===== src/rtl/core/assert_macros.svh =====
// ----------------------------------------------------------------------------
// Assertion macros
// Shared concurrent assertion forms, clocked on clk and disabled in reset.
// ----------------------------------------------------------------------------
`ifndef ASSERT_MACROS_SVH
`define ASSERT_MACROS_SVH

// The consequent must hold in the same cycle as the antecedent.
`define QNA_ASSERT_SAME(lbl, ante, cons, msg) \
  lbl: assert property (@(posedge clk) disable iff (!rst_n) (ante) |-> (cons)) \
    else $error(msg);

// The consequent must hold in the cycle after the antecedent.
`define QNA_ASSERT_NEXT(lbl, ante, cons, msg) \
  lbl: assert property (@(posedge clk) disable iff (!rst_n) (ante) |=> (cons)) \
    else $error(msg);

`endif


===== src/rtl/core/qna_pkg.sv =====
// ----------------------------------------------------------------------------
// Quaternion normalize package
// Widths, constants and the data records that travel along the cell chains.
// ----------------------------------------------------------------------------
package qna_pkg;

  localparam int unsigned SQRT_STEPS   = 64;
  localparam int unsigned DIV_STEPS    = 32;
  localparam int unsigned CORDIC_STEPS = 18;
  localparam int unsigned LANES        = 7;
  localparam int unsigned CORDIC_W     = 40;

  localparam logic [31:0] ONE_Q30   = 32'h4000_0000;
  localparam logic [15:0] ANGLE_MAX = 16'd46080;
  localparam logic signed [31:0] Z_NEG_START = 32'sd5898240;

  // Arctangent of 2^-k in degrees, Q16.16.
  localparam logic signed [31:0] ATAN_DEG [CORDIC_STEPS] = '{
    32'sd2949120, 32'sd1740967, 32'sd919879, 32'sd466945, 32'sd234379,
    32'sd117304,  32'sd58666,   32'sd29335,  32'sd14668,  32'sd7334,
    32'sd3667,    32'sd1833,    32'sd917,    32'sd458,    32'sd229,
    32'sd115,     32'sd57,      32'sd29
  };

  typedef struct packed {
    logic [3:0][31:0] mag;
    logic [3:0]       neg;
    logic             zero;
    logic [64:0]      s4;
    logic [64:0]      sv;
    logic [66:0]      rem4;
    logic [66:0]      remv;
    logic [63:0]      root4;
    logic [63:0]      rootv;
  } qna_sq_t;

  typedef struct packed {
    logic [3:0]             neg;
    logic                   zero;
    logic [63:0]            r4;
    logic [63:0]            rv;
    logic [31:0]            mag0;
    logic [LANES-1:0][63:0] rem;
    logic [LANES-1:0][31:0] quo;
  } qna_dv_t;

  typedef struct packed {
    logic                       zero;
    logic                       axis_undef;
    logic [LANES-1:0][31:0]     res;
    logic signed [CORDIC_W-1:0] x;
    logic signed [CORDIC_W-1:0] y;
    logic signed [31:0]         z;
  } qna_cr_t;

endpackage


===== src/rtl/core/qna_div_cell.sv =====
// ----------------------------------------------------------------------------
// Division cell
// One restoring quotient bit for each of the seven scaled component lanes.
// ----------------------------------------------------------------------------
module qna_div_cell (
  input  logic             clk,
  input  logic             rst_n,
  input  logic             en,
  input  logic             valid_i,
  input  qna_pkg::qna_dv_t data_i,
  output logic             valid_o,
  output qna_pkg::qna_dv_t data_o
);
  import qna_pkg::*;

  logic [64:0] r2;
  logic [64:0] dd;
  qna_dv_t     data_nxt;
  qna_dv_t     data_r;
  logic        valid_r;

  always_comb begin
    data_nxt = data_i;
    r2 = '0;
    dd = '0;
    for (int l = 0; l < LANES; l++) begin
      dd = (l < 4) ? {1'b0, data_i.r4} : {1'b0, data_i.rv};
      r2 = {data_i.rem[l], 1'b0};
      if (r2 >= dd) begin
        r2 = r2 - dd;
        data_nxt.quo[l] = {data_i.quo[l][30:0], 1'b1};
      end else begin
        data_nxt.quo[l] = {data_i.quo[l][30:0], 1'b0};
      end
      data_nxt.rem[l] = r2[63:0];
    end
  end

  always_ff @(posedge clk) begin
    if (!rst_n) begin
      valid_r <= 1'b0;
    end else if (en) begin
      valid_r <= valid_i;
    end
    if (en) begin
      data_r <= data_nxt;
    end
  end

  assign valid_o = valid_r;
  assign data_o  = data_r;

endmodule


===== config.mk =====
export PLATFORM = sky130hd
export DESIGN_NAME = qna_div_cell
export DESIGN_NICKNAME = d
export VERILOG_FILES = /design/src/rtl/core/assert_macros.svh /design/src/rtl/core/qna_pkg.sv /design/src/rtl/core/qna_div_cell.sv
export SDC_FILE = /design/constraint.sdc
export NUM_CORES = 2
export LEC_CHECK = 0
export BUFFER_PORTS_ARGS = -buffer_cell sky130_fd_sc_hd__buf_2
export CORE_AREA = 4 4 661 663
export DETAILED_ROUTE_END_ITERATION = 6
export DIE_AREA = 0 0 665 667
export SLEW_MARGIN = 20
export SYNTH_ARGS = -nofsm -noshare
export SYNTH_HDL_FRONTEND = slang
export SYNTH_SLANG_ARGS = --single-unit
export TNS_END_PERCENT = 20

===== constraint.sdc =====
create_clock -name clk -period 3 [get_ports clk]
set_clock_uncertainty 0.1 [all_clocks]
set_input_delay 0 -clock clk [delete_from_list [all_inputs] [get_ports clk]]
set_output_delay 0 -clock clk [all_outputs]
set_load 0.02 [all_outputs]

==> results summary <==
The run finished, with violations left. The checks that failed: negative hold slack, negative setup slack. The final standard cell count with taps included and fillers excluded came out at 16,700. The synthesized instance count came out at 5,658.

The largest stage delay on the critical path came out at 550 ps. The total of fill cells in the finished design came out at 46,100. The flip-flop and latch area came out at 0.0252 mm^2. The number of clock sinks is 838. The count of unique library cells instantiated by Yosys came out at 105. After detailed routing, the number of remaining DRC violations is 0. Summing all multi-input logic gate instances after layout gives 0.0315 mm^2. The first routing iteration left 4,513 violations. The largest fanout on the critical path is 8. The accumulated negative setup slack came out at -437 ps. The synthesized netlist devotes 20.3% of its cell area to compound gates.

The signal on the critical path passes through dlygate4sd3_1, buf_2, ha_1, and3_1, nand2_1, nor3_1, nand3_1, buf_4, o21ai_2, o21ai_0, o21ai_1, a311oi_4, buf_4, buf_12, a221o_1, o31ai_4, buf_4. Yosys mapped a number of flops with a built-in enable equal to 837. The worst register-to-register path has a setup slack of 1740 ps.

The remaining global-route overflow came out at 0. The hold violation total from the final report came to 125. The post-synthesis share of cell area spent on full adders, half adders and majority gates came out at 10.2%. The first global-routing pass estimated 583 mm of wire. The worst setup path is launched from an input pin.

The initial core utilization came out at 13.1%. The mux share of post-synthesis cell area came out at 2.34%. Grouping stages by cell kind, the critical path spends the most delay in buffers and inverters. The total wire length after detailed routing came out at 451 mm. The via count of the first global-routing pass is 68,500.

The worst supply voltage drop on vdd is 558 uV. The count of vias placed by the detailed router came out at 68,100. TritonCTS built the clock tree.

The overall die height came out at 667 um. The post-detailed-route wirelength per cell came out at 27.0 um. Summed over all cells, the static leakage comes to 47.9 nW.

The share of layout cells above drive strength 1 is 40.4%. The combinational family with the most area after synthesis is compound AO/OA/AOI/OAI gates. Of all flip-flops after synthesis, the portion carrying an async set or reset was 0%. The maximum number of pins on one net before global-route repair is 99. The endpoint required time on the critical path is 3600 ps. The smallest clock period supported by the final layout is computed as 3080 ps. The total power per unit cell area came out at 471 mW/mm^2. In this run, the combinational gates consume 40.4% of the power.

The detail-routed via count per cell came out at 4.07. The mean instance size in the synthesized netlist came out at 9.97 um^2. The net total in the final layout is 12,100. The slowest cell on the critical path is dlygate4sd3_1. The fraction of power consumed by sequential logic came out at 29.8%. The least setup slack across all paths after layout came out at -76.6 ps. The count of antenna-violating nets left after detailed routing is 0. The portion of the clock cycle consumed by the worst path in the final layout came out at 103%. Among all flip-flop cells after synthesis, the most frequent one is edfxtp_1. On the final layout, the worst hold slack is -807 ps. The number of buffer and inverter instances along the worst setup path is 6. Setup repair after global routing could not meet its margin everywhere. The logic depth of the worst register-to-register path is 3. Power comes to 51.7 mW. The worst min-delay path category is input pin to register. The switching power total is 18.8 mW. The total standard cell area after synthesis is 0.0564 mm^2. The worst pin sits at a relative slew slack of 52.0%.

Net switching is 36.3% of the power. The final HPWL from detailed placement is 382 mm. In this run the standard cell core region covers 0.430 mm^2. The growth of design area from synthesis to finish is 94.4%. The hold path depth came out at 1. The maximum root-to-sink buffer count is 4. The final-report max-slew violation count was 0. The maximum frequency from static timing analysis came out at 325 MHz. The total internal power came out at 32.9 mW. The total of endpoints with negative setup slack in the final report is 15.

The number of warnings issued by yosys came out at 0. The cell total after placement is 14,800. The area fraction in and, or, nand and nor cells after synthesis came out at 12.8%. The die covers 0.444 mm^2.

The number of iterations in the first detailed-routing pass is 5. The total of max-cap violations came out at 0. The total nets after synthesis came out at 6,954.

The post-synthesis sequential element count is 838. The horizontal die dimension came out at 665 um. STA classifies the critical path endpoint as a register. In this run, the clock network consumes 29.8% of the power. The number of standard-cell rows in the floorplan came out at 241. The sequential-to-total area share from yosys stat came out at 44.6%. The number of levels in the clock H-tree came out at 3. The xor and xnor fraction of the mapped netlist area came out at 6.21%. The number of antenna violations at the first check in global routing came out at 210. The signal arrival time at the worst endpoint is 3670 ps. The kind of critical path is input pin to register. Across every metal layer, demand over resource in global routing totals 19.2%. The worst-margin pin slew is 719 ps. The cell with the most instances on the worst path is buf_4. For this design the top-level I/O count stands at 1,679. The logic depth of the worst path, buffers included is 17. The number of input and output port buffers inserted is 1,671. The clock-pin transition on the worst setup and hold timing paths came out at 60 ps. The source-to-sink clock delay at the later pin of the worst-skew pair is 810 ps. The root buffer cell is clkbuf_16. Buffers inserted during clock tree synthesis total 120.

At the end of routability-driven placement, the weighted congestion stood at 0.964.
-- cells in the mapped netlist (all sizes together), types with 55 or more instances --
| master | instances | area [um^2] |
|---|---|---|
| nand4 | 117 | 738 |
| o21ai | 469 | 2350 |
| xnor2 | 235 | 2060 |
| a31oi | 62 | 430 |
| a21oi | 614 | 3090 |
| xor2 | 165 | 1450 |
| nor3 | 73 | 365 |
| buf | 71 | 429 |
| nand3 | 100 | 505 |
| inv | 258 | 973 |
| nor2b | 68 | 425 |
| clkbuf | 157 | 593 |
| nand2 | 558 | 2100 |
| o21bai | 91 | 683 |
| nand2b | 55 | 344 |
| a21o | 242 | 1820 |
| edfxtp | 837 | 25100 |
| mux2 | 94 | 1240 |
| ha | 448 | 5610 |
| nor2 | 361 | 1360 |
-- what timing repair did --
item                        CTS  global route
setup endpoints to repair   204           429
pin swaps                    16           114
gates cloned                  5             4
hold endpoints to repair   1672           178
buffers inserted             15            41
hold buffers               1452            81
resized for setup            70           401
-- sequential cells by signal, indices dropped and copies added (netlist names) --
name	flops
valid_o	1
data_o	837
-- cell families (layout without fill, tap and decap cells) --
group                    Yosys count  after routing
other                              0             94
AND/OR/NAND/NOR                 1536           1536
XOR/XNOR                         400            400
adder cells (fa/ha/maj)          455            455
AO/OA/AOI/OAI                   1841           1841
flip-flops                       838            838
buffers and inverters            486           5740
multiplexers                     102            102
-- worst reg2reg max path: stages, from the launching register on --
cell           delay, ps
dfxtp_1              310
mux2i_1              120
nor2b_1               60
dlygate4sd3_1        560
-- metal layers --
metal  share of wire [%]  wire, um  GRT usage [%]  vias to the layer above
li1                    -         -              -                    31700
met1                  33    147000           18.3                    32700
met2                  52    236000           36.3                     2629
met3                 6.3     28200           4.26                      913
met4                 8.6     38800           13.4                      152
met5                0.21       965              0                        -
-- worst paths after layout --
kind / startpoint / endpoint
setup / recovery: data_i[518] / data_o[541]
setup reg to reg: valid_o / valid_o
hold / removal: data_i[780] / data_o[780]
hold reg to reg: valid_o / valid_o
-- cell type report --
cell class              count  share of cell area, %
diodes                     94                  0.214
clock buffers             134                   2.81
clock inverters            87                  0.929
inverters                 258                  0.953
multi-input cells        4334                   28.8
flip-flops and latches    838                   22.9
well taps                5710                   6.51
repair buffers           5261                   36.9
-- metrics by stage --
stage          utilization (%)  hold WS [ps]  area [um^2]  worst slack (ps)
2_1_floorplan                -         -1.13        56500             -58.3
3_3_place_gp              20.3          76.1        87200             -2230
3_5_place_dp              20.3          78.1        87200             -1240
4_1_cts                   24.7          -926       106000              -132
5_1_grt                   25.5          -889       110000             -55.7
6_report                  25.5          -807       110000             -76.6
-- power by group through the flow --
stage / Clock, mW / Combinational, mW / Sequential, mW
2_1_floorplan: 0 / 6.00 / 17.2
3_3_place_gp: 0 / 18.2 / 15.6
3_5_place_dp: 0 / 18.3 / 15.6
4_1_cts: 15.9 / 20.3 / 15.4
5_1_grt: 16.3 / 22.1 / 15.5
6_report: 15.4 / 20.9 / 15.4
-- placed cells by master, fill, tap and decap left out, drive strengths merged, types with 242 or more instances in the layout --
| master | n |
|---|---|
| a21o | 242 |
| a21oi | 614 |
| buf | 3758 |
| dlygate4sd3 | 1487 |
| edfxtp | 837 |
| ha | 448 |
| inv | 248 |
| nand2 | 558 |
| nor2 | 361 |
| o21ai | 469 |
Power figures use the tool's default switching activity.
