==> src/rtl/core/assert_macros.svh <==
// ----------------------------------------------------------------------------
// Assertion macros
// Shared concurrent assertion forms, clocked on clk and disabled in reset.
// ----------------------------------------------------------------------------
`ifndef ASSERT_MACROS_SVH
`define ASSERT_MACROS_SVH

// The consequent must hold in the same cycle as the antecedent.
`define QNA_ASSERT_SAME(lbl, ante, cons, msg) \
  lbl: assert property (@(posedge clk) disable iff (!rst_n) (ante) |-> (cons)) \
    else $error(msg);

// The consequent must hold in the cycle after the antecedent.
`define QNA_ASSERT_NEXT(lbl, ante, cons, msg) \
  lbl: assert property (@(posedge clk) disable iff (!rst_n) (ante) |=> (cons)) \
    else $error(msg);

`endif

==> src/rtl/core/qna_pkg.sv <==
// ----------------------------------------------------------------------------
// Quaternion normalize package
// Widths, constants and the data records that travel along the cell chains.
// ----------------------------------------------------------------------------
package qna_pkg;

  localparam int unsigned SQRT_STEPS   = 64;
  localparam int unsigned DIV_STEPS    = 32;
  localparam int unsigned CORDIC_STEPS = 18;
  localparam int unsigned LANES        = 7;
  localparam int unsigned CORDIC_W     = 40;

  localparam logic [31:0] ONE_Q30   = 32'h4000_0000;
  localparam logic [15:0] ANGLE_MAX = 16'd46080;
  localparam logic signed [31:0] Z_NEG_START = 32'sd5898240;

  // Arctangent of 2^-k in degrees, Q16.16.
  localparam logic signed [31:0] ATAN_DEG [CORDIC_STEPS] = '{
    32'sd2949120, 32'sd1740967, 32'sd919879, 32'sd466945, 32'sd234379,
    32'sd117304,  32'sd58666,   32'sd29335,  32'sd14668,  32'sd7334,
    32'sd3667,    32'sd1833,    32'sd917,    32'sd458,    32'sd229,
    32'sd115,     32'sd57,      32'sd29
  };

  typedef struct packed {
    logic [3:0][31:0] mag;
    logic [3:0]       neg;
    logic             zero;
    logic [64:0]      s4;
    logic [64:0]      sv;
    logic [66:0]      rem4;
    logic [66:0]      remv;
    logic [63:0]      root4;
    logic [63:0]      rootv;
  } qna_sq_t;

  typedef struct packed {
    logic [3:0]             neg;
    logic                   zero;
    logic [63:0]            r4;
    logic [63:0]            rv;
    logic [31:0]            mag0;
    logic [LANES-1:0][63:0] rem;
    logic [LANES-1:0][31:0] quo;
  } qna_dv_t;

  typedef struct packed {
    logic                       zero;
    logic                       axis_undef;
    logic [LANES-1:0][31:0]     res;
    logic signed [CORDIC_W-1:0] x;
    logic signed [CORDIC_W-1:0] y;
    logic signed [31:0]         z;
  } qna_cr_t;

endpackage

==> src/rtl/core/qna_sqrt_cell.sv <==
// ----------------------------------------------------------------------------
// Square root cell
// One digit step of the two integer square roots, four and three components.
// ----------------------------------------------------------------------------
module qna_sqrt_cell #(
  parameter int unsigned IDX = 0
) (
  input  logic             clk,
  input  logic             rst_n,
  input  logic             en,
  input  logic             valid_i,
  input  qna_pkg::qna_sq_t data_i,
  output logic             valid_o,
  output qna_pkg::qna_sq_t data_o
);
  import qna_pkg::*;

  localparam int unsigned BIT_HI = 127 - 2 * IDX;

  logic [127:0] x4;
  logic [127:0] xv;
  logic [66:0]  r4;
  logic [66:0]  rv;
  logic [66:0]  t4;
  logic [66:0]  tv;
  qna_sq_t      data_nxt;
  qna_sq_t      data_r;
  logic         valid_r;

  always_comb begin
    x4 = {1'b0, data_i.s4, 62'd0};
    xv = {1'b0, data_i.sv, 62'd0};
    r4 = {data_i.rem4[64:0], x4[BIT_HI -: 2]};
    rv = {data_i.remv[64:0], xv[BIT_HI -: 2]};
    t4 = {1'b0, data_i.root4, 2'b01};
    tv = {1'b0, data_i.rootv, 2'b01};
    data_nxt = data_i;
    if (r4 >= t4) begin
      data_nxt.rem4  = r4 - t4;
      data_nxt.root4 = {data_i.root4[62:0], 1'b1};
    end else begin
      data_nxt.rem4  = r4;
      data_nxt.root4 = {data_i.root4[62:0], 1'b0};
    end
    if (rv >= tv) begin
      data_nxt.remv  = rv - tv;
      data_nxt.rootv = {data_i.rootv[62:0], 1'b1};
    end else begin
      data_nxt.remv  = rv;
      data_nxt.rootv = {data_i.rootv[62:0], 1'b0};
    end
  end

  always_ff @(posedge clk) begin
    if (!rst_n) begin
      valid_r <= 1'b0;
    end else if (en) begin
      valid_r <= valid_i;
    end
    if (en) begin
      data_r <= data_nxt;
    end
  end

  assign valid_o = valid_r;
  assign data_o  = data_r;

endmodule

==> config.mk <==
export PLATFORM = sky130hd
export DESIGN_NAME = qna_sqrt_cell
export DESIGN_NICKNAME = d
export VERILOG_FILES = /design/src/rtl/core/assert_macros.svh /design/src/rtl/core/qna_pkg.sv /design/src/rtl/core/qna_sqrt_cell.sv
export SDC_FILE = /design/constraint.sdc
export NUM_CORES = 1
export LEC_CHECK = 0
export BUFFER_PORTS_ARGS = -buffer_cell sky130_fd_sc_hd__buf_4
export CORE_AREA = 5 5 413 415
export DETAILED_ROUTE_END_ITERATION = 10
export DIE_AREA = 0 0 418 420
export GPL_TIMING_DRIVEN = 0
export SLEW_MARGIN = 20
export SYNTH_ARGS = -nofsm -noshare
export SYNTH_HDL_FRONTEND = slang
export SYNTH_SLANG_ARGS = --single-unit
==> constraint.sdc <==
create_clock -name clk -period 7.25 [get_ports clk]
set_input_delay 0.725 -clock clk [delete_from_list [all_inputs] [get_ports clk]]
set_output_delay 0.725 -clock clk [all_outputs]
set_load 0.01 [all_outputs]
==> impl_metrics.toml, run 1 <==
[setup_path]
crit_type = "input pin to register"
cp_max_fo = 10
r2r_end = "valid_o"
critPathCaptureType = "register"
cp.required_ns = 7.64
arrival_ns = 5.78
slowest_stage = "clkbuf_1"
cpMostUsedCell = "o21ai_0"
worstRegToRegCells = 2
cp-start-kind = "input pin"
cp_cell_sequence = "buf_4 -> inv_1 -> ha_1 -> a21oi_1 -> o21ai_0 -> a22oi_1 -> o21ai_0 -> o211ai_1 -> a2111oi_0 -> o21a_1 -> nor3_2 -> clkbuf_1 -> clkbuf_1 -> nand2_1 -> o21ai_0"
max_stage_delay_ns = 0.80
rrSetupSlack_ns = 6.66
r2r_start = "valid_o"

[place]
post_dp_cell_area_mm2 = 0.03615
io_buffers = 1050
hpwl_um = 126300
globalplace.congestion = 0.9367

[clock_tree]
clk_path_buf_depth = 3
cts.repair.resized = 0
hold_buffers = 0
worstSkewPairLatency_ns = 0.64
cts_tree = "done"
numCtsBuffers = 72
cts_root_buf = "clkbuf_16"
cts.sinks = 526
postCtsSetupBuffers = 0
path_clk_slew_ns = 0.06
htreeDepth = 3

[drt]
postRouteAntennaNets = 0
drt_iter0_drc = 1635
drc_errors = 0
dr.pass1.iters = 5
viasPerCell = 4.016
drt-total-wl_um = 147700
num_vias = 21950
wl_per_cell_um = 27.02

[layout]
area_delta_synth_final_pct = 52.74
final_area_mm2 = 0.03869
fin_nets = 3858
layout-drive-gt1-share_pct = 38.03
utilization_pct = 23.27

[global_routing]
grt_overflow = 0
grt_pass1_vias = 21710
antenna_found_initial = 56
grt_max_degree = 101
grt_pass1_wl_um = 190200
grt_usage_pct = 15.89

[timing]
finalCritPeriodShare_pct = 74.28
clock.fmax_mhz = 185.7
setup_viol = 0
totalNegativeSetupSlack_ns = 0
hold_viol = 0
maxSlewHeadroom_pct = 28.78
fin_worst_skew_ns = 0
rsz0062_at_grt = "false"
max_slew.worst_pin.slew_ns = 1.041
slew_viol_final = 0
period_needed_ns = 5.385

[yosys]
synth_edf_count = 525
yosysTopAreaCell = "edfxtp_1"
postSynthCellCount = 2069
synth-seq-cells = 526
syn_area_mm2 = 0.02533
synthTopCellsByArea = "edfxtp_1, ha_1, a21oi_1"
synth_top_area_share_pct = 62.24
ys_top_cells_by_count = "edfxtp_1, a21oi_1, nand2_1"
synth.distinct_cells = 73
ys_seq_area_share_pct = 62.32
syn_area_per_cell_um2 = 12.24
yosys_warnings = 0
synth-main-ff-cell = "edfxtp_1"
syn_nets = 2728
async_reset_ff_share_pct = 0
yosysMostFrequentCell = "edfxtp_1"

[floorplanning]
die_x_um = 418
dieArea_mm2 = 0.1756
die_y_um = 420
fp-row-count = 150
start_util_pct = 15.23
core_area_mm2 = 0.1663
ios = 1055

[run_status]
status = "complete, no violations"

[worst_hold_path]
min_to = "data_o[444]"
hold_depth = 1
min_from = "data_i[444]"
hold_path_class = "input pin to register"

[power_and_ir_drop]
power.density_mw_per_mm2 = 253.8
finalPower_uw = 9820
peakVddDrop_v = 0.0001560
p_leak_uw = 0.01619

[run]
drv_cap = 0
-- cells in the final DEF, fill, tap and decap left out, types with 5 or more instances in the layout --
cell type   count
buf_4        1059
edfxtp_1      525
a21oi_1       209
nand2_1       164
inv_1         161
o21ai_0       135
ha_1          128
nor2_1        118
a21o_1         75
clkbuf_16      73
clkbuf_1       65
xnor2_1        65
xor2_1         57
nand4_1        47
o21bai_1       29
nand3_1        24
buf_2          21
and3_1         17
nor3_1         17
o211ai_1       14
a31oi_1        13
mux2_2         13
bufinv_16      13
o21a_1         12
a211oi_1       12
nor2b_1        11
clkinv_2       11
a221oi_1       10
nand2b_1        8
nor4_1          8
diode_2         7
clkinvlp_4      7
inv_6           6
clkinv_1        6
buf_16          6
and4_1          5
a31o_2          5
o31ai_1         5
or3_1           5
-- critical path, delay by kind of cell --
family                     cells  cell delay (ns)
AOI/OAI and AO/OA              8             2.39
adders and majority gates      1             0.36
buffers and inverters          4             1.43
and+or+nand+nor                2             0.84
-- cell families (layout without fill, tap and decap cells) --
group / after synthesis / in the layout / share of synthesized area [%]
AOI/OAI and AO/OA: 570 / 570 / 13.90
DFF: 526 / 526 / 62.32
and+or+nand+nor: 452 / 452 / 8.407
buffers and inverters: 254 / 1440 / 4.016
adders and majority gates: 130 / 130 / 6.481
xor gates and xnor gates: 122 / 122 / 4.219
muxes: 15 / 15 / 0.6570
other: 0 / 7 / 0
-- area by class of cell --
| cell class | count | area [um^2] |
|---|---|---|
| plain buffers | 92 | 409.1 |
| multi-input cells | 1289 | 8532 |
| fillers | 17930 | 127600 |
| inverters | 162 | 608.1 |
| flip-flops and latches | 526 | 15790 |
| well taps | 2204 | 2758 |
| repair buffers | 1056 | 8055 |
| diodes | 7 | 17.52 |
| clock buffers | 81 | 1857 |
| clock inverters | 49 | 666.9 |
-- flip-flops by register name, indices dropped and copies added, names as in the netlist --
register / flops
valid_o: 1
data_o: 525
-- per-stage QoR --
step                      setup WS (ns)  instances  hold slack, ns
after floorplan                   3.496       2069          0.5383
after global placement           0.4590       5323          0.5042
after detailed placement         0.9992       5329          0.5224
after CTS                         1.712       5459          0.1152
after global routing              1.562       5466          0.1582
final                             1.865       5466          0.2207
-- power by group --
group	internal (uW)	total, uW	leakage (uW)	switching (uW)
registers	3720	3830	0.00515	109
clock network	2330	3860	0.00121	1530
logic	898	2130	0.00983	1230
-- worst max-delay path by stage --
stage,from,to,slack [ns],depth (start not counted)
after detailed placement,data_i[18],data_o[186],1.0,15
final,data_i[18],data_o[186],1.86,15
after global routing,data_i[18],data_o[187],1.56,15
after floorplan,data_i[98],data_o[260],3.50,14
after global placement,en,data_o[308],0.46,1
after CTS,data_i[18],data_o[186],1.71,15
-- routing by layer --
metal / up-vias / wire (um) / GRT usage, %
li1: 9956 / - / -
met1: 10770 / 56390 / 18.41
met2: 1003 / 72620 / 27.15
met3: 211 / 13990 / 5.789
met4: 12 / 4617 / 5.360
met5: - / 84 / 0
Power figures use the tool's default switching activity.
==> inputs of run 2 (changes only) <==
--- a/config.mk
+++ b/config.mk
@@ -6,9 +6,9 @@
 export NUM_CORES = 1
 export LEC_CHECK = 0
 export BUFFER_PORTS_ARGS = -buffer_cell sky130_fd_sc_hd__buf_4
-export CORE_AREA = 5 5 413 415
+export CORE_AREA = 5 5 403 405
 export DETAILED_ROUTE_END_ITERATION = 10
-export DIE_AREA = 0 0 418 420
+export DIE_AREA = 0 0 408 410
 export GPL_TIMING_DRIVEN = 0
 export SLEW_MARGIN = 20
 export SYNTH_ARGS = -nofsm -noshare
==> constraint.sdc (replaced) <==
create_clock -name clk -period 4.5 [get_ports clk]
set_input_delay 0.45 -clock clk [delete_from_list [all_inputs] [get_ports clk]]
set_output_delay 0.45 -clock clk [all_outputs]
set_load 0.01 [all_outputs]
==> run 2 against run 1 <==
  * Final cell count up 4.9%
  * Routed wire length decreased by 7.8%
  * Highest routed layer unchanged
  * Combinational power up 72%
  * Global-route usage down 0.41 points
  * Utilization rose by 3.5 points
  * Total power up 58%
  * Design area increased by 9.4%
  * Worst hold slack worse by 0.14 ns
  * Clock skew is the same
  * Non-clock buffer count rose by 397
  * Clock power grew 47%
==> impl_metrics.toml, run 2 (synthesis gave the netlist of run 1 again) <==
[setup_path]
rrSetupSlack_ns = 3.36
cp_max_fo = 7
cp_cell_sequence = "dlygate4sd3_1 -> buf_4 -> inv_1 -> ha_1 -> buf_2 -> a21oi_1 -> nand2_1 -> a221oi_1 -> o21ai_0 -> a211oi_4 -> o21bai_1 -> a221oi_1 -> o21a_1 -> xnor2_1 -> mux2_2"
arrival_ns = 4.79
crit_family = "compound AO/OA/AOI/OAI gates"
cp.required_ns = 4.90
max_stage_delay_ns = 0.56
crit_type = "input pin to register"
slowest_stage = "a211oi_4"
critPathCaptureType = "register"
cpMostUsedCell = "a221oi_1"
path_buf_inv = 4
cp-start-kind = "input pin"

[layout]
fin_nets = 4253
layout-drive-gt1-share_pct = 33.74
final_cell_mix = "buf_4, edfxtp_1, dlygate4sd3_1"
utilization_pct = 26.79
multiInputGateArea_mm2 = 0.008551
final_area_mm2 = 0.04233
fillCellCount = 16560
area_delta_synth_final_pct = 67.14
seq_area_mm2 = 0.01579
layout_commonest_cell = "buf_4"
largest_reg_flops = 525

[clock_tree]
cts.sinks = 526
htreeDepth = 3
numCtsBuffers = 70
path_clk_slew_ns = 0.06
worstSkewPairLatency_ns = 0.64
cts_tree = "done"
cts_root_buf = "clkbuf_16"
clk_path_buf_depth = 3

[power_and_ir_drop]
p_leak_uw = 0.01776
power_frac_clock_pct = 36.6
seqPwrFrac_pct = 39.8
peakVddDrop_v = 0.0002779
internal_power_uw = 10880
switching_power_uw = 4641
comb_power_share_pct = 23.6
power.density_mw_per_mm2 = 366.6
swShare_pct = 29.90

[drt]
num_vias = 23510
drt-total-wl_um = 136300
drt_iter0_drc = 1631
dr.pass1.iters = 5
wl_per_cell_um = 23.76
drc_errors = 0
postRouteAntennaNets = 0
viasPerCell = 4.100

[global_routing]
grt_usage_pct = 15.48
grt_pass1_wl_um = 185700
antenna_found_initial = 38
grt_pass1_vias = 24300
grt_overflow = 0
grt_max_degree = 95

[timing]
hold_viol = 0
rsz0062_at_grt = "false"
period_needed_ns = 4.389
setup_viol = 0
finalWorstSetupSlack_ns = 0.1107
finalCritPeriodShare_pct = 97.54
clock.fmax_mhz = 227.8
fin_worst_skew_ns = 0
slew_viol_final = 0
timing.hold.ws_ns = 0.08542
maxSlewHeadroom_pct = 28.89
max_slew.worst_pin.slew_ns = 1.060

[place]
io_buffers = 1050
post_dp_cell_area_mm2 = 0.03598
hpwl_um = 112200
globalplace.congestion = 0.9290
dp_worst_setup_slack_ns = -1.008

[run_status]
status = "complete, no violations"

[floorplanning]
die_y_um = 410
die_x_um = 408
start_util_pct = 16.03
ios = 1055
core_area_mm2 = 0.1580
dieArea_mm2 = 0.1673
fp-row-count = 146

[run]
drv_cap = 0

[worst_hold_path]
hold_path_class = "input pin to register"
==> run 2: path summary, 6_finish.rpt <==
| path | startpoint | depth (start not counted) | end |
|---|---|---|---|
| max reg2reg | valid_o | 3 | valid_o |
| min | data_i[188] | 3 | data_o[190] |
| min reg2reg | valid_o | 3 | valid_o |
| max | data_i[89] | 15 | data_o[257] |
==> run 2: layout make-up <==
cell class              count  area share (%)
diodes                     15         0.08867
plain buffers              92          0.9753
clock buffers              80           4.226
clock inverters            46           1.256
inverters                 162           1.436
multi-input cells        1289           20.20
flip-flops and latches    526           37.29
well taps                2072           6.124
repair buffers           1453           28.41
==> run 2: power by group through the flow <==
stage                     clock network, uW  logic [uW]  registers (uW)
after CTS                              5940        3700            6170
after global placement                    0        3330            6300
after global routing                   6100        3940            6210
final                                  5680        3670            6170
after detailed placement                  0        3360            6260
after floorplan                           0        1150            6480
==> run 2: worst register-to-register path: cells and delay by family, from the launching register on <==
kind,cells,cell delay [ns]
buffers and inverters,1,0.54
multiplexers,1,0.12
flip-flops,1,0.30
AND/OR/NAND/NOR,1,0.06
==> run 2: metal layers <==
| metal | track usage, % | share of wire (%) | vias up |
|---|---|---|---|
| li1 | - | - | 10750 |
| met1 | 17.63 | 38 | 11440 |
| met2 | 26.89 | 49 | 1114 |
| met3 | 5.496 | 9.5 | 188 |
| met4 | 5.386 | 3.4 | 28 |
| met5 | 0 | 0.13 | - |
==> run 2: repair_timing <==
action / 4_1_cts / 5_1_grt
hold endpoints to repair: 395 / 0
buffers inserted: 0 / 1
hold buffers: 396 / 0
resized for setup: 3 / 12
pin swaps: 0 / 1
setup endpoints to repair: 35 / 55
==> run 2: stage by stage <==
| step | setup TNS (ns) | std cells | total power [uW] |
|---|---|---|---|
| floorplan | 0 | 2069 | 7628 |
| global placement | -1061.52 | 5191 | 9634 |
| detailed placement | -87.21 | 5197 | 9620 |
| CTS | 0 | 5719 | 15810 |
| global route | 0 | 5728 | 16250 |
| finish | 0 | 5735 | 15520 |
