[src/rtl/core/assert_macros.svh]
// ----------------------------------------------------------------------------
// Assertion macros
// Shared concurrent assertion forms, clocked on clk and disabled in reset.
// ----------------------------------------------------------------------------
`ifndef ASSERT_MACROS_SVH
`define ASSERT_MACROS_SVH

// The consequent must hold in the same cycle as the antecedent.
`define QNA_ASSERT_SAME(lbl, ante, cons, msg) \
  lbl: assert property (@(posedge clk) disable iff (!rst_n) (ante) |-> (cons)) \
    else $error(msg);

// The consequent must hold in the cycle after the antecedent.
`define QNA_ASSERT_NEXT(lbl, ante, cons, msg) \
  lbl: assert property (@(posedge clk) disable iff (!rst_n) (ante) |=> (cons)) \
    else $error(msg);

`endif

[src/rtl/core/qna_pkg.sv]
// ----------------------------------------------------------------------------
// Quaternion normalize package
// Widths, constants and the data records that travel along the cell chains.
// ----------------------------------------------------------------------------
package qna_pkg;

  localparam int unsigned SQRT_STEPS   = 64;
  localparam int unsigned DIV_STEPS    = 32;
  localparam int unsigned CORDIC_STEPS = 18;
  localparam int unsigned LANES        = 7;
  localparam int unsigned CORDIC_W     = 40;

  localparam logic [31:0] ONE_Q30   = 32'h4000_0000;
  localparam logic [15:0] ANGLE_MAX = 16'd46080;
  localparam logic signed [31:0] Z_NEG_START = 32'sd5898240;

  // Arctangent of 2^-k in degrees, Q16.16.
  localparam logic signed [31:0] ATAN_DEG [CORDIC_STEPS] = '{
    32'sd2949120, 32'sd1740967, 32'sd919879, 32'sd466945, 32'sd234379,
    32'sd117304,  32'sd58666,   32'sd29335,  32'sd14668,  32'sd7334,
    32'sd3667,    32'sd1833,    32'sd917,    32'sd458,    32'sd229,
    32'sd115,     32'sd57,      32'sd29
  };

  typedef struct packed {
    logic [3:0][31:0] mag;
    logic [3:0]       neg;
    logic             zero;
    logic [64:0]      s4;
    logic [64:0]      sv;
    logic [66:0]      rem4;
    logic [66:0]      remv;
    logic [63:0]      root4;
    logic [63:0]      rootv;
  } qna_sq_t;

  typedef struct packed {
    logic [3:0]             neg;
    logic                   zero;
    logic [63:0]            r4;
    logic [63:0]            rv;
    logic [31:0]            mag0;
    logic [LANES-1:0][63:0] rem;
    logic [LANES-1:0][31:0] quo;
  } qna_dv_t;

  typedef struct packed {
    logic                       zero;
    logic                       axis_undef;
    logic [LANES-1:0][31:0]     res;
    logic signed [CORDIC_W-1:0] x;
    logic signed [CORDIC_W-1:0] y;
    logic signed [31:0]         z;
  } qna_cr_t;

endpackage

[src/rtl/core/qna_cordic_cell.sv]
// ----------------------------------------------------------------------------
// CORDIC cell
// One vectoring rotation that drives y toward zero and accumulates the angle.
// ----------------------------------------------------------------------------
module qna_cordic_cell #(
  parameter int unsigned IDX = 0
) (
  input  logic             clk,
  input  logic             rst_n,
  input  logic             en,
  input  logic             valid_i,
  input  qna_pkg::qna_cr_t data_i,
  output logic             valid_o,
  output qna_pkg::qna_cr_t data_o
);
  import qna_pkg::*;

  logic signed [CORDIC_W-1:0] nx;
  logic signed [CORDIC_W-1:0] ny;
  logic signed [CORDIC_W-1:0] dx;
  logic signed [CORDIC_W-1:0] dy;
  qna_cr_t                    data_nxt;
  qna_cr_t                    data_r;
  logic                       valid_r;

  always_comb begin
    nx = -data_i.x;
    ny = -data_i.y;
    dx = data_i.y[CORDIC_W-1] ? -(ny >>> IDX) : (data_i.y >>> IDX);
    dy = data_i.x[CORDIC_W-1] ? -(nx >>> IDX) : (data_i.x >>> IDX);
    data_nxt = data_i;
    if (data_i.y > 0) begin
      data_nxt.x = data_i.x + dx;
      data_nxt.y = data_i.y - dy;
      data_nxt.z = data_i.z + ATAN_DEG[IDX];
    end else begin
      data_nxt.x = data_i.x - dx;
      data_nxt.y = data_i.y + dy;
      data_nxt.z = data_i.z - ATAN_DEG[IDX];
    end
  end

  always_ff @(posedge clk) begin
    if (!rst_n) begin
      valid_r <= 1'b0;
    end else if (en) begin
      valid_r <= valid_i;
    end
    if (en) begin
      data_r <= data_nxt;
    end
  end

  assign valid_o = valid_r;
  assign data_o  = data_r;

endmodule

[config.mk]
export PLATFORM = sky130hd
export DESIGN_NAME = qna_cordic_cell
export DESIGN_NICKNAME = d
export VERILOG_FILES = /design/src/rtl/core/assert_macros.svh /design/src/rtl/core/qna_pkg.sv /design/src/rtl/core/qna_cordic_cell.sv
export SDC_FILE = /design/constraint.sdc
export NUM_CORES = 1
export LEC_CHECK = 0
export ABC_AREA = 1
export BUFFER_PORTS_ARGS = -buffer_cell sky130_fd_sc_hd__buf_2
export CAP_MARGIN = 20
export CORE_AREA = 5 5 265 267
export DETAILED_ROUTE_END_ITERATION = 8
export DIE_AREA = 0 0 270 272
export GPL_ROUTABILITY_DRIVEN = 1
export PLACE_DENSITY = 0.55
export SLEW_MARGIN = 25
export SYNTH_ARGS = -nofsm -noshare
export SYNTH_HDL_FRONTEND = slang
export SYNTH_SLANG_ARGS = --single-unit
export TNS_END_PERCENT = 5
[constraint.sdc]
create_clock -name clk -period 6.7 [get_ports clk]
set_input_delay 0.67 -clock clk [delete_from_list [all_inputs] [get_ports clk]]
set_output_delay 0.67 -clock clk [all_outputs]
set_load 0.005 [all_outputs]
==> results of run 1 <==
-- through the flow --
stage                     cell area [um2]  hold slack [ns]  utilization, %
after floorplan                     18420           0.5248               -
after global placement              22910           0.5285           33.76
after detailed placement            22910           0.5497           33.76
after CTS                           24190           0.2369           35.64
after global routing                24190           0.2402           35.64
final                               24230           0.2757           35.70
-- per-layer routing --
metal,vias up,GRT usage (%),share of wire (%)
li1,8076,-,-
met1,7929,25.12,37
met2,708,38.34,48
met3,176,7.611,9.0
met4,36,11.08,6.1
met5,-,0,0.29
-- cells in the mapped netlist, drive strengths merged, types with 3 or more instances --
| master | number | area (um2) |
|---|---|---|
| and2 | 5 | 31.28 |
| inv | 208 | 780.8 |
| a21oi | 135 | 675.7 |
| nand3 | 98 | 490.5 |
| xnor2 | 36 | 315.3 |
| a21o | 5 | 37.54 |
| o21ai | 76 | 391.6 |
| o21a | 9 | 67.56 |
| xor2 | 90 | 788.3 |
| ha | 94 | 1176 |
| buf | 11 | 85.07 |
| o21bai | 10 | 75.07 |
| nor3 | 30 | 155.1 |
| nor4 | 5 | 31.28 |
| nor2 | 251 | 947.2 |
| edfxtp | 337 | 10120 |
| nand2 | 515 | 1943 |
| nand4 | 15 | 93.84 |
| or2 | 4 | 25.03 |
| fa | 3 | 60.06 |
| nand3b | 5 | 37.54 |
-- worst paths after layout --
check                                   end  cells after the start
worst min-delay path            data_o[318]                      1
worst max-delay path            data_o[107]                     22
worst max register to register      valid_o                      2
worst min register to register      valid_o                      2
-- final cells by class --
| type | instances | area share (%) |
|---|---|---|
| clock buffers | 52 | 4.493 |
| multi-input cells | 1396 | 30.62 |
| inverters | 208 | 3.223 |
| well taps | 882 | 4.555 |
| clock inverters | 24 | 0.7592 |
| flip-flops and latches | 338 | 41.85 |
| diodes | 16 | 0.1653 |
| repair buffers | 688 | 14.34 |
-- power breakdown --
| group | switching, mW | leakage [nW] | total, mW | internal (mW) |
|---|---|---|---|---|
| clock network | 0.948 | 0.612 | 2.15 | 1.20 |
| logic | 0.922 | 7.19 | 1.44 | 0.519 |
| registers | 0.0987 | 3.31 | 2.72 | 2.63 |
-- worst max-delay path, stage by stage --
cell and delay, ns:
buf_2 0.12, inv_1 0.07, ha_1 0.24, nand2_1 0.11
nor2_1 0.07, nand2_1 0.09, nor2_1 0.06, nand2_2 0.09
nand2_4 0.06, inv_2 0.52, buf_4 0.38, o21ai_1 0.12
xor2_1 0.16, ha_1 0.36, a21oi_1 0.22, o21ai_0 0.14
a21oi_1 0.29, nor2_1 0.10, nor3_1 0.28, nand2_1 0.09
nand2_1 0.07, nand2_1 0.04
-- logic make-up (layout without fill, tap and decap cells) --
group / count (synthesis) / count (layout) / synth area share, %
flops: 338 / 338 / 55.04
compound gates: 243 / 243 / 7.111
other cells: 0 / 16 / 0
fa+ha+maj: 97 / 97 / 6.710
buf+inv: 219 / 972 / 4.700
xor+xnor: 126 / 126 / 5.990
simple gates: 930 / 930 / 20.45
-- state kept, by name (all words and copies together), names as in the netlist --
name and count:
valid_o 1, data_o 337
==> flow_summary.ini, run 1 <==
[cts]
cts_resized = 0
numCtsBuffers = 41
htreeDepth = 2
clkSinkCount = 338
root_buffer = clkbuf_16
clk_pin_slew_ns = 0.06
cts_tree = built
clkLatencyLatePin_ns = 0.56
clock_path_buffers = 3
postCtsSetupBuffers = 0
postCtsHoldBufs = 0

[pwr]
power_density_mw_per_mm2 = 260.6
vdd_drop_max_mv = 0.1598
finalPower_mw = 6.314
p_leak_nw = 11.10

[synth]
synth_edf_count = 337
syn_area_mm2 = 0.01842
syn_nets = 2392
syn_avg_cell_area_um2 = 9.433
synth_cell_types = 39
ys_ff_latch = 338
synthFlopType = edfxtp_1
synthesis.instances = 1953
yosysSeqAreaShare_pct = 55.04
async_flop_share_pct = 0
ys.warnings.count = 0

[drt]
dr_total_vias = 16925
drc = 0
drtAntennaViolNets = 0
drt-vias-per-instance = 4.696
drtIter0Drc = 1279
routed_wl_mm = 86.72
routedWlPerCell_um = 24.06
first_pass_iters = 5

[die]
rows = 96
ios = 681
initial_core_util_pct = 27.15
coreArea_mm2 = 0.06787
fp.dieW_um = 270
die_h_um = 272
dieArea_mm2 = 0.07344

[cells_and_area]
final_cells = 3604
syn_to_final_growth_pct = 31.51
final_nets = 3112
multi_input_area_mm2 = 0.007417
regArea_mm2 = 0.01014
drive_above_1_share_pct = 28.20
num-fill-cells = 7089
layout_commonest_cell = buf_2
final_cell_mix = buf_2 (679), nand2_1 (513), edfxtp_1 (337)

[sta]
worst_slack_ns = 2.659
slew_headroom_pct = 37.70
finalSetupTns_ns = 0
finalClockSkew_ns = 0
setup_viol = 0
fmax_mhz = 247.5
slew_viol_final = 0
rsz0062_at_grt = false
finalCritPeriodShare_pct = 60.31
fin_crit_ns = 4.041
hold_viol_final = 0
tightestPinTransition_ns = 0.9344

[global_route]
grt_pass1_wl_mm = 119.1
grt_start_max_net_pins = 78
antenna_found_initial = 38
grtUsageTotal_pct = 22.44
grt.overflow.total = 0
grt_pass1_vias = 16787

[setup_path]
worst-path-max-fanout = 37
worst_ep_arrival_time_ns = 4.36
cp-startpoint = data_i[33]
cp-start-kind = primary input
ff2ff_setup_slack_ns = 6.04
crit_path_end_kind = register
worstPathRequired_ns = 7.02
r2r_start = valid_o
crit_type = in -> reg

[placement]
dp_cells = 3512
place_congestion = 0.9659
dp_hpwl_mm = 72.94
port_buffers = 680
dp_slack_ns = 2.128

[worst_hold_path]
min_path_type = in -> reg
worst_hold_startpoint = data_i[318]

[run_status]
run_status = complete, no violations

[run]
max_cap_viol_count = 0
Power figures use the tool's default switching activity.
==> inputs of run 2 (changes only) <==
--- a/config.mk
+++ b/config.mk
@@ -5,14 +5,14 @@
 export SDC_FILE = /design/constraint.sdc
 export NUM_CORES = 1
 export LEC_CHECK = 0
-export ABC_AREA = 1
+export ABC_AREA = 0
 export BUFFER_PORTS_ARGS = -buffer_cell sky130_fd_sc_hd__buf_2
 export CAP_MARGIN = 20
 export CORE_AREA = 5 5 265 267
 export DETAILED_ROUTE_END_ITERATION = 8
 export DIE_AREA = 0 0 270 272
 export GPL_ROUTABILITY_DRIVEN = 1
-export PLACE_DENSITY = 0.55
+export PLACE_DENSITY = 0.52
 export SLEW_MARGIN = 25
 export SYNTH_ARGS = -nofsm -noshare
 export SYNTH_HDL_FRONTEND = slang
==> constraint.sdc (replaced) <==
create_clock -name clk -period 3.95 [get_ports clk]
set_input_delay 0.395 -clock clk [delete_from_list [all_inputs] [get_ports clk]]
set_output_delay 0.395 -clock clk [all_outputs]
set_load 0.005 [all_outputs]
==> run 2 against run 1 <==
The flow now finishes with violations (setup timing). Clock power up 82%. Cell count is 3.9% lower. Area after synthesis is 11% lower. Non-clock buffer count up 599. Sequential power up 69%. Critical path depth grew 2. Combinational power up 120%. Worst setup slack worse by 3.0 ns. Highest routed layer unchanged.
==> flow_summary.ini, run 2 <==
[run_status]
run_status = finished, violations left
violations = setup timing

[cells_and_area]
finalInstanceArea_mm2 = 0.02795
syn_to_final_growth_pct = 70.45
drive_above_1_share_pct = 48.37
final_cell_mix = buf_2 (678), buf_4 (381), edfxtp_1 (337)
final_cells = 3465
layout_commonest_cell = buf_2
final_nets = 2983
largest_register_ffs = 337

[sta]
finalClockSkew_ns = 0
hold_viol_final = 0
finalCritPeriodShare_pct = 108.5
finalSetupTns_ns = -7.535
rsz0062_at_grt = true
tightestPinTransition_ns = 0.8639
worst_slack_ns = -0.3372
slew_viol_final = 0
slew_headroom_pct = 42.41
fmax_mhz = 233.3
setup_viol = 41
fin_crit_ns = 4.287

[pwr]
finalPower_mw = 11.70
vdd_drop_max_mv = 0.3042
power_density_mw_per_mm2 = 418.6
p_leak_nw = 12.35

[synth]
ys_ff_latch = 338
syn_nets = 1669
synth_cell_types = 71
synthesis.instances = 1230
synth_most_common_cell = edfxtp_1
ys.warnings.count = 0
yosysSeqAreaShare_pct = 61.84
yosys-top-cells-area = edfxtp_1 (62%), ha_1 (7.2%), xnor2_1 (5.4%), a21oi_1 (3.1%), xor2_1 (2.8%)
yosysTopAreaCellShare_pct = 61.72
synthFlopType = edfxtp_1
synth_top_cell_by_area = edfxtp_1
synth_common_cells = edfxtp_1 (337), xnor2_1 (102), a21oi_1 (100)
async_flop_share_pct = 0
syn_avg_cell_area_um2 = 13.33
syn_area_mm2 = 0.01640
synth_edf_count = 337

[global_route]
grt_start_max_net_pins = 97
antenna_found_initial = 21
grtUsageTotal_pct = 20.98
grt_pass1_wl_mm = 114.2
grt_pass1_vias = 16277
grt.overflow.total = 0

[placement]
port_buffers = 680
dp_hpwl_mm = 65.73
place_congestion = 0.9769
dp_cells = 3146
dp_slack_ns = -1.394
placed_area_mm2 = 0.02378

[drt]
drtAntennaViolNets = 0
drt-vias-per-instance = 4.460
first_pass_iters = 5
routedWlPerCell_um = 23.28
dr_total_vias = 15455
drtIter0Drc = 770
routed_wl_mm = 80.68
drc = 0

[setup_path]
crit_path_end_kind = register
worstPathRequired_ns = 4.27
worst-path-max-fanout = 7
cpMostUsedCell = a21oi_2
cp-start-kind = primary input
worst_ep_arrival_time_ns = 4.61
worst_path_max_delay_cell = or4b_4
worstRegToRegCells = 2
critPathMaxStageDelay_ns = 0.51
crit_type = in -> reg
crit_path_cell_trace = buf_12 -> inv_12 -> ha_4 -> or4b_4 -> nor4b_4 -> buf_4 -> and3_4 -> and2b_2 -> nor2_4 -> inv_4 -> buf_12 -> a21oi_2 -> xor2_1 -> ha_1 -> a21oi_2 -> o211ai_1 -> a2111oi_2 -> buf_4 -> a21oi_2 -> a2bb2oi_2 -> a31o_4 -> nor2_2 -> a221o_1 -> xor2_1

[die]
fp.dieW_um = 270
coreArea_mm2 = 0.06787
rows = 96
initial_core_util_pct = 24.16
dieArea_mm2 = 0.07344
ios = 681
die_h_um = 272

[cts]
root_buffer = clkbuf_16
clkSinkCount = 338
numCtsBuffers = 41
clock_path_buffers = 3
htreeDepth = 2
clkLatencyLatePin_ns = 0.57
cts_tree = built
clk_pin_slew_ns = 0.06

[worst_hold_path]
min_path_type = in -> reg
hold_path_depth = 2

[run]
max_cap_viol_count = 0
-- run 2: cell types whose count changed after synthesis, sizes merged, moves of 13 or more --
cell and delta:
nand2 -459, o31ai +13, xnor2 +68, inv -180
o21ai -13, a211oi +14, nor2 -166, a21oi -35
nand3 -78, a21o +40, xor2 -38
-- run 2: layer usage --
layer	vias up	wire length, um	global-route usage (%)	part of all wire, %
met2	490	42930	40.04	53
met5	-	138	0	0.17
li1	7345	-	-	-
met3	127	4237	4.589	5.3
met4	22	2319	5.446	2.9
met1	7471	31060	23.62	38
-- run 2: report_power, final --
part	leakage (nW)	internal, mW	switching [mW]
Combinational	8.37	1.60	1.58
Sequential	3.31	4.47	0.141
Clock	0.667	2.26	1.65
Total	12.3	8.33	3.37
-- run 2: final cells by class --
class	instances	area, um2
diodes	7	17.52
inverters	28	125.1
well taps	882	1104
clock inverters	32	352.8
multi-input cells	848	6531
clock buffers	43	1033
repair buffers	1287	8646
fillers	6456	39920
flip-flops and latches	338	10140
-- run 2: cell families (layout without fill, tap and decap cells) --
family                     after synthesis  in the layout  synth area share, %
DFF                                    338            338                61.84
adders and majority gates               97             97                7.539
AOI/OAI and AO/OA                      309            309                11.96
and+or+nand+nor                        284            284                8.943
muxes                                    2              2               0.1221
buffers and inverters                   44           1390                1.167
xor gates and xnor gates               156            156                8.424
other                                    0              7                    0
-- run 2: path summary, 6_finish.rpt --
| path | slack (ns) | from | end |
|---|---|---|---|
| hold reg to reg | 0.53 | valid_o | valid_o |
| setup / recovery | -0.34 | data_i[33] | data_o[65] |
| hold / removal | 0.04 | rst_n | valid_o |
| setup reg to reg | 3.35 | valid_o | valid_o |
-- run 2: repair_timing --
action / in CTS / in global routing
pin swaps: 54 / 18
endpoints found under the hold margin: 215 / 0
setup buffers: 13 / 8
hold buffers: 215 / 0
gates resized for setup: 75 / 36
endpoints found under the setup margin: 65 / 55
cloned: 1 / 1
-- run 2: per-stage QoR --
stage / util (%) / hold WS, ns
6_report: 41.18 / 0.04452
5_1_grt: 41.17 / 0.01783
4_1_cts: 40.84 / 0.002394
3_5_place_dp: 35.04 / 0.5181
3_3_place_gp: 35.04 / 0.4933
2_1_floorplan: - / 0.4939
-- run 2: critical path: cells and delay by family --
kind / cells / cell delay, ns
and+or+nand+nor: 6 / 1.20
buffers and inverters: 6 / 0.75
adders and majority gates: 2 / 0.46
AOI/OAI and AO/OA: 8 / 1.51
xor gates and xnor gates: 2 / 0.29
==> inputs of run 3 (changes only) <==
--- a/config.mk
+++ b/config.mk
@@ -6,6 +6,7 @@
 export NUM_CORES = 1
 export LEC_CHECK = 0
 export ABC_AREA = 0
+export ABC_CLOCK_PERIOD_IN_PS = 5200
 export BUFFER_PORTS_ARGS = -buffer_cell sky130_fd_sc_hd__buf_2
 export CAP_MARGIN = 20
 export CORE_AREA = 5 5 265 267
==> constraint.sdc (replaced) <==
create_clock -name clk -period 5.2 [get_ports clk]
set_input_delay 0.52 -clock clk [delete_from_list [all_inputs] [get_ports clk]]
set_output_delay 0.52 -clock clk [all_outputs]
set_load 0.005 [all_outputs]
==> run 3 against run 2 <==
The run now ends clean. Power fell by 28%. Final area fell by 16%. Count of clock-buffer cells in the layout rose by 3. Largest power group unchanged. Highest routed layer unchanged. Sequential power fell by 24%. Clock power fell by 24%. Global-route usage fell by 2.3 points. Die area did not move. Non-clock buffer count fell by 446. Combinational power fell by 40%.
==> flow_summary.ini, run 3 (synthesized netlist as in run 2, its figures left out) <==
[setup_path]
cp-start-kind = primary input
crit_type = in -> reg
worst_ep_arrival_time_ns = 5.17
worst_path_max_delay_cell = or4b_4
cpMostUsedCell = ha_1
worstPathRequired_ns = 5.49
worst-path-max-fanout = 6
critPathMaxStageDelay_ns = 0.53
crit_path_end_kind = register
crit_buf_inv = 3
critPathTopFamily = compound AO/OA/AOI/OAI gates
crit_path_cell_trace = buf_2 -> inv_1 -> ha_1 -> or4b_4 -> nor4b_4 -> and3_1 -> and2b_1 -> nor2_4 -> buf_4 -> o21ai_0 -> ha_1 -> a211oi_1 -> o211ai_1 -> a2111oi_2 -> a21oi_1 -> a2bb2oi_1 -> a31o_2 -> nor2_1 -> a221o_1 -> xor2_1

[drt]
drt-vias-per-instance = 4.548
first_pass_iters = 7
routed_wl_mm = 72.50
routedWlPerCell_um = 24.02
dr_total_vias = 13725
drtAntennaViolNets = 0
drtIter0Drc = 745
drc = 0

[sta]
finalSetupTns_ns = 0
hold_viol_final = 0
finalCritPeriodShare_pct = 93.91
setup_viol = 0
tightestPinTransition_ns = 0.8854
worst_slack_ns = 0.3167
fmax_mhz = 204.8
slew_headroom_pct = 40.97
rsz0062_at_grt = false
worst_hold_slack_ns = 0.1444
slew_viol_final = 0
finalClockSkew_ns = 0
fin_crit_ns = 4.883

[pwr]
p_leak_nw = 10.21
power_density_mw_per_mm2 = 357.8
finalPower_mw = 8.396
vdd_drop_max_mv = 0.2117

[global_route]
grt.overflow.total = 0
antenna_found_initial = 25
grt_start_max_net_pins = 107
grt_pass1_wl_mm = 100.8
grtUsageTotal_pct = 18.66
grt_pass1_vias = 14094

[cts]
root_buffer = clkbuf_16
clkSinkCount = 338
postCtsHoldBufs = 0
clkLatencyLatePin_ns = 0.54
cts_tree = built
postCtsSetupBuffers = 0
cts_resized = 0
htreeDepth = 2
clk_pin_slew_ns = 0.06
numCtsBuffers = 41
clock_path_buffers = 3

[die]
fp.dieW_um = 270
dieArea_mm2 = 0.07344
rows = 96
ios = 681
die_h_um = 272
coreArea_mm2 = 0.06787
initial_core_util_pct = 24.16

[cells_and_area]
drive_above_1_share_pct = 43.73
final_cell_mix = buf_2 (679), edfxtp_1 (337), buf_4 (159)
largest_register_ffs = 337
syn_to_final_growth_pct = 43.12
finalInstanceArea_mm2 = 0.02347
final_nets = 2537
layout_commonest_cell = buf_2

[placement]
port_buffers = 680
placed_area_mm2 = 0.02207
place_congestion = 0.9368
dp_hpwl_mm = 60.51
dp_slack_ns = -0.2674

[run]
max_cap_viol_count = 0

[worst_hold_path]
min_path_type = in -> reg

[run_status]
run_status = complete, no violations
## run 3: cell types whose count changed in the layout (fill, tap and decap cells not counted), sizes merged
cell / before / now
clkinv: 20 / 14
bufinv: 5 / 7
inv: 31 / 34
buf: 1072 / 841
clkinvlp: 4 / 1
clkbuf: 43 / 46
dlygate4sd3: 215 / 0
## run 3: final cells by class
class                   instances  area, um2
flip-flops and latches        338      10140
fillers                      6830      44400
diodes                          7      17.52
well taps                     882       1104
clock buffers                  46       1045
repair buffers                841       4647
clock inverters                28      336.6
multi-input cells             848       6073
inverters                      28      105.1
## run 3: worst paths after layout
| path | start | endpoint | slack, ns | cells after the start |
|---|---|---|---|---|
| worst min register to register | valid_o | valid_o | 0.53 | 2 |
| worst max register to register | valid_o | valid_o | 4.60 | 2 |
| worst max-delay path | data_i[32] | data_o[65] | 0.32 | 20 |
| worst min-delay path | data_i[225] | data_o[225] | 0.14 | 1 |
## run 3: per-stage QoR
step / utilization [%] / std cells
CTS: 34.55 / 3011
finish: 34.58 / 3018
detailed placement: 32.52 / 2937
global route: 34.58 / 3017
floorplan: - / 1230
global placement: 32.52 / 2937
## run 3: per-layer routing
layer,track usage [%],wire length [um],vias up
met4,6.056,2524,22
met3,4.228,4004,113
met2,35.81,38760,457
li1,-,-,6453
met1,20.24,27070,6680
met5,0,140,-
## run 3: power by group
part	total [mW]	switching, mW	internal (mW)
registers	3.50	0.102	3.40
logic	1.91	1.04	0.868
clock network	2.99	1.19	1.80
total	8.40	2.33	6.07
